`src/sv/assert_macros.svh`:
```
// assertion helpers for the cramer solver
`ifndef ASSERT_MACROS_SVH
`define ASSERT_MACROS_SVH

`ifndef SYNTHESIS

`define ASSERT_NEVER(label, clk, rst_n, expr) \
  label: assert property (@(posedge clk) disable iff (!rst_n) !(expr)) \
    else $error("assertion failed");

`define ASSERT_IMPLIES(label, clk, rst_n, ante, cons) \
  label: assert property (@(posedge clk) disable iff (!rst_n) (ante) |-> (cons)) \
    else $error("assertion failed");

`else

`define ASSERT_NEVER(label, clk, rst_n, expr)

`define ASSERT_IMPLIES(label, clk, rst_n, ante, cons)

`endif

`endif

```
`src/sv/cs3_pkg.sv`:
```
package cs3_pkg;

  localparam int COEF_W     = 16;
  localparam int OUT_W      = 32;
  localparam int OUT_FRAC   = 16;
  localparam int NUM_IN     = 12;
  localparam int NUM_LANE   = 3;
  localparam int PRD_W      = 2 * COEF_W;
  localparam int MIN_W      = 2 * COEF_W + 1;
  localparam int TRM_W      = COEF_W + MIN_W;
  localparam int DET_W      = 3 * COEF_W + 4;
  localparam int NEXT_W     = DET_W + OUT_W;
  localparam int IN_DATA_W  = NUM_IN * COEF_W;
  localparam int OUT_DATA_W = NUM_LANE * OUT_W;
  localparam int USER_W     = 2;
  localparam int USER_SING  = 0;
  localparam int USER_OVF   = 1;

  localparam int FIFO_DEPTH = 8;
  localparam int FIFO_AW    = $clog2(FIFO_DEPTH);
  localparam int CNT_W      = FIFO_AW + 1;
  localparam logic [CNT_W-1:0] FIFO_FULL_CNT = CNT_W'(FIFO_DEPTH);

  localparam logic [OUT_W-1:0] SAT_NEG = {1'b1, {(OUT_W-1){1'b0}}};
  localparam logic [OUT_W-1:0] SAT_POS = {1'b0, {(OUT_W-1){1'b1}}};

  typedef logic signed [COEF_W-1:0] coef_t;
  typedef logic signed [DET_W-1:0]  det_t;

  typedef struct packed {
    det_t den;
    det_t num_x;
    det_t num_y;
    det_t num_z;
    logic singular;
  } sys_t;

  typedef struct packed {
    logic empty;
    logic full;
  } fifo_stat_t;

  typedef struct packed {
    logic [DET_W-1:0] rem;
    logic [OUT_W-1:0] lo;
    logic [OUT_W-1:0] quo;
    logic             neg;
    logic             big;
  } lane_t;

endpackage

```
`src/sv/cs3_fifo.sv`:
```
module cs3_fifo (
  input  logic                clk_i,
  input  logic                rst_ni,
  input  logic                push_i,
  input  cs3_pkg::sys_t       push_data_i,
  input  logic                pop_i,
  output cs3_pkg::sys_t       pop_data_o,
  output cs3_pkg::fifo_stat_t stat_o
);

  cs3_pkg::sys_t ent_q [cs3_pkg::FIFO_DEPTH];

  logic [cs3_pkg::FIFO_AW-1:0] wr_q, rd_q;
  logic [cs3_pkg::CNT_W-1:0]   cnt_q;

  always_ff @(posedge clk_i or negedge rst_ni) begin
    if (!rst_ni) begin
      wr_q  <= '0;
      rd_q  <= '0;
      cnt_q <= '0;
    end else begin
      if (push_i) begin
        wr_q <= wr_q + 1'b1;
      end
      if (pop_i) begin
        rd_q <= rd_q + 1'b1;
      end
      cnt_q <= cnt_q + cs3_pkg::CNT_W'(push_i) - cs3_pkg::CNT_W'(pop_i);
    end
  end

  always_ff @(posedge clk_i) begin
    if (push_i) begin
      ent_q[wr_q] <= push_data_i;
    end
  end

  assign pop_data_o   = ent_q[rd_q];
  assign stat_o.empty = (cnt_q == '0);
  assign stat_o.full  = (cnt_q == cs3_pkg::FIFO_FULL_CNT);

endmodule

```
`config.mk`:
```
export PLATFORM = sky130hd
export DESIGN_NAME = cs3_fifo
export DESIGN_NICKNAME = d
export VERILOG_FILES = /design/src/sv/assert_macros.svh /design/src/sv/cs3_pkg.sv /design/src/sv/cs3_fifo.sv
export SDC_FILE = /design/constraint.sdc
export NUM_CORES = 2
export LEC_CHECK = 0
export ABC_AREA = 1
export BUFFER_PORTS_ARGS = -buffer_cell sky130_fd_sc_hd__buf_2
export CELL_PAD_IN_SITES_DETAIL_PLACEMENT = 0
export CELL_PAD_IN_SITES_GLOBAL_PLACEMENT = 1
export CORE_MARGIN = 2
export CORE_UTILIZATION = 30
export CTS_CLUSTER_DIAMETER = 150
export DETAILED_ROUTE_END_ITERATION = 10
export PLACE_DENSITY = 0.59
export RECOVER_POWER = 25
export SLEW_MARGIN = 20
export SYNTH_ARGS = -nofsm -noshare
export SYNTH_HDL_FRONTEND = slang
export SYNTH_SLANG_ARGS = --single-unit
```
`constraint.sdc`:
```
create_clock -name clk_i -period 19.64 [get_ports clk_i]
set_input_delay 0.982 -clock clk_i [delete_from_list [all_inputs] [get_ports clk_i]]
set_output_delay 0.982 -clock clk_i [all_outputs]
set_load 0.05 [all_outputs]
```
## Yosys cells after proc, flatten, opt, wreduce, memory -nomap -nowiden

Memories as Yosys holds them, arrays and structs flattened.
Cells that the tools add are included.

| storage, ports and cells | value |
|---|---|
| register bits | 10 |
| RAM bits | 1672 |
| input port bits | 213 |
| output and inout bits | 211 |
| logic and storage cells | 12 |
| memories | 1 |

| operators by class | value |
|---|---|
| add/sub/neg operators | 4 |
| eq/ne operators | 1 |
| muxes and demuxes | 2 |
| reductions and logical operators | 1 |

Memories:

| name | depth | width | read ports | clocked after memory_dff | wr ports | RTL line | source |
|---|---|---|---|---|---|---|---|
| ent_q | 8 | 209 | 1 | 0 | 1 | cs3_fifo.sv:11 | `cs3_pkg::sys_t ent_q [cs3_pkg::FIFO_DEPTH];` |

Operators by type and width:

| operator | count |
|---|---|
| 3-bit by 1-bit adder with 3-bit output, second input constant | 2 |
| 4-bit by 1-bit adder with 4-bit output | 1 |
| 4-bit == test, second input constant | 1 |
| 4-bit zero test | 1 |
| 4-bit by 1-bit subtractor with 4-bit output | 1 |
| 1-bit 2-to-1 mux | 2 |

## Logic depth before layout (Yosys ltp)

| logic depth | value |
|---|---|
| word-level depth | 2 |
| depth in mapped cells | 10 |
| gate-level depth less buffers | 7 |

## Worst setup path after synthesis

No wires, ideal clock.

| timing | value |
|---|---|
| kind | in2reg |
| start point | in push_i |
| end point | mem ent_q[0][0] (netlist name), enable pin |
| library setup time | 0.782 ns |
| data arrival time | 9.996 ns |
| data required time | 18.858 ns |
| slack | 8.863 ns |
| stages | 3 |
| path buffers | 0 |
| cells stage by stage | inv_1 -> or2_2 -> nor2_1 |

| between the ends | value |
|---|---|
| word-level cells in the longest chain between the ends | 2 |

RTL lines:

| element | RTL line | source |
|---|---|---|
| start: declaration | cs3_fifo.sv:4 | `input logic push_i,` |
| 1-bit 2-to-1 mux | cs3_fifo.sv:33 | `if (push_i) begin` |
| 1-bit 2-to-1 mux (not written as such) | cs3_fifo.sv:34 | `ent_q[wr_q] <= push_data_i;` |
| end: declaration | cs3_fifo.sv:11 |  |

No other way between the ends.

==> metrics.txt <==
clk_lat worst skew 0.86 ns; die area 247000 sq um; Post-synth ARST share 0.595%; outcome complete, no violations; Seq/Total Area, Yosys 69.1%; Die W 497 um; routed wire length 196000 um; Fin. Hold Viols 0; Vias/cell 4.30; Crit Path Category reg -> out; worst-path cell chain inv_8 -> buf_12 -> buf_4 -> buf_4 -> buf_4 -> nand2_1 -> nand3_1 -> nand2_1 -> nand2_1 -> nand2_1 -> buf_2; area of the core 243000 sq um; CP Buf/Inv Count 6; Worst Setup Start Kind flip-flop; Worst EP required 18.66 ns; most frequent cell after synthesis nand2_1; Final period util 39.2%; normalized max-slew margin 24.4%; post-layout min period 7.70 ns; Worst Hold Class in -> reg; post-detail-place hpwl 102000 um; pin count of the biggest net entering global routing 174; synthesized area 73000 sq um; Post-CTS Resized 0; GR Overflow Total 0; Syn. warnings 0; LEAKAGE 38.0 nW; DR WL/cell 17.8 um; Total Neg Setup Slack 0 ns; Detailed Routing Iterations Pass 1 7; Placed Instances 10700; Setup-failing EPs final 0; Post-Layout Cell Count 11000; Crit path top cell by count nand2_1; Post-synth EDFFs 1672; main flop type after synthesis edfxtp_1; Setup crit end kind output port; Crit path largest cell delay 0.94 ns; VDD IR max 0.000184 V; Slew @ Worst Pin 1.13 ns; Mapped Nets 7511; Max Freq 130 MHz; initial antenna violation count 60; first-pass GRT wire length 295000 um; Area contributors post-synth edfxtp_1 69%, nand2_1 14%, inv_1 8.7%; final instance area 84200 sq um; total CTS buffers 191; family with the most delay on the worst path buffers and inverters; Fillers 24400; crit path DAT 6.72 ns; top cell type by total area after synthesis edfxtp_1; Worst Skew 0.0607 ns; Port Buf Inserts 423; RSZ-0062 raised after global routing no; most frequent cells after synthesis 2729 x nand2_1, 1687 x inv_1, 1672 x edfxtp_1; max-slew violations 0; layout cells sized above 1 7.92%; Synth Area per Inst 10.0 sq um; H-tree depth 4; number of nets with antenna violations after routing 0; Crit-path slowest cell buf_4; IO Pins 424; CTS tree built; GRT Overall Usage 15.7%; row count 181; fin nets 7882; Post-route DRC 0; Starting Density 30.1%; Via Count 47400; worst-path maximum fanout 160; CTS sink cnt 1682; Max Cap Viol 0; Yosys reg bits 1682; Root Buffer clkbuf_16; CTS clk-pin slew, worst paths 0.06 ns; DP Area 78400 sq um; vias in the first global route 46100; clock buffer depth 3; Synth cell types 21; die height 497 um; placer congestion estimate 0.731; initial drt markers 2876; area grow syn2layout 15.4%; cell count after synthesis 7289; Pwr per Cell Area 159 nW/um^2; top cell type's share of synthesized area 68.8%
==> cell type report <==
type	instances	area [sq um]	area share, %
sequential	1682	50500	59.9
multi-input combinational	3594	14700	17.5
inverter	1689	6360	7.55
clock buffer	264	5120	6.08
tap	3202	4010	4.76
timing repair buffer	502	2670	3.17
clock inverter	84	837	0.994
antenna	16	40.0	0.0475
==> report_power, final <==
group / switching, mW / internal (mW)
logic: 4.33 / 1.18
registers: 0.132 / 4.35
clock network: 1.46 / 1.93
total: 5.92 / 7.46
==> state kept, by name, indices dropped and copies added, names as in the netlist <==
name	flops
wr_q	3
rd_q	3
cnt_q	4
ent_q	1672
==> cell families (layout without fill, tap and decap cells) <==
logic type | after synthesis | count (layout) | synth area share (%)
AND/OR/NAND/NOR | 3577 | 3577 | 19.8
AO/OA/AOI/OAI | 3 | 3 | 0.0206
other | 0 | 16 | 0
XOR/XNOR | 5 | 5 | 0.0600
buffers and inverters | 2013 | 2539 | 10.8
adder cells (fa/ha/maj) | 9 | 9 | 0.165
flip-flops | 1682 | 1682 | 69.1
==> layer usage <==
| layer | vias up | wire length (um) | global-route usage (%) |
|---|---|---|---|
| li1 | 23400 | - | - |
| met1 | 22800 | 92600 | 21.8 |
| met2 | 858 | 88600 | 24.8 |
| met3 | 297 | 11300 | 3.61 |
| met4 | 62 | 3270 | 3.49 |
| met5 | - | 405 | 0 |
==> placed cells by master, fill, tap and decap left out, types with 2 or more instances in the layout <==
| cell type | n |
|---|---|
| buf_12 | 9 |
| buf_2 | 285 |
| buf_4 | 68 |
| bufinv_16 | 8 |
| clkbuf_1 | 205 |
| clkbuf_16 | 192 |
| clkbuf_8 | 5 |
| clkinv_1 | 40 |
| clkinv_16 | 8 |
| clkinv_2 | 21 |
| dfrtp_1 | 7 |
| dfrtp_4 | 3 |
| diode_2 | 16 |
| edfxtp_1 | 1672 |
| ha_1 | 8 |
| inv_1 | 1686 |
| inv_16 | 3 |
| inv_6 | 2 |
| inv_8 | 3 |
| nand2_1 | 2729 |
| nand3_1 | 837 |
| nor2_4 | 8 |
| nor3b_1 | 2 |
| o21ai_0 | 2 |
| xor2_1 | 4 |
==> stage by stage <==
stage	utilization (%)	power [mW]	worst slack [ns]	hold slack [ns]
after floorplan	-	8.55	8.86	0.490
after global placement	32.3	10.1	12.71	0.515
after detailed placement	32.3	10.2	12.66	0.537
after CTS	34.8	13.6	11.64	0.291
after global routing	34.7	14.2	11.38	0.351
final	34.7	13.4	11.94	0.389
==> path summary, 6_finish.rpt <==
path,to,cells after the start,slack (ns),from
max,pop_data_o[141],11,11.94,rd_q[0]
min,rd_q[0],2,0.39,pop_i
max reg2reg,ent_q[4][146],6,15.51,wr_q[0]
min reg2reg,wr_q[0],2,0.55,wr_q[0]
max in group asynchronous,rd_q[0],2,18.90,rst_ni
min in group asynchronous,rd_q[2],2,0.51,rst_ni
==> what timing repair did <==
item | 4_1_cts | 5_1_grt
setup buffers | 0 | 0
hold endpoints to repair | 10 | 0
hold buffers | 1 | 0
==> worst register-to-register path, delay by kind of cell (launching register included) <==
family	cells	cell delay, ns
buffers and inverters	4	2.72
flip-flops	1	0.41
AND/OR/NAND/NOR	2	0.54
No activity file was read; power rests on OpenSTA's default activity.
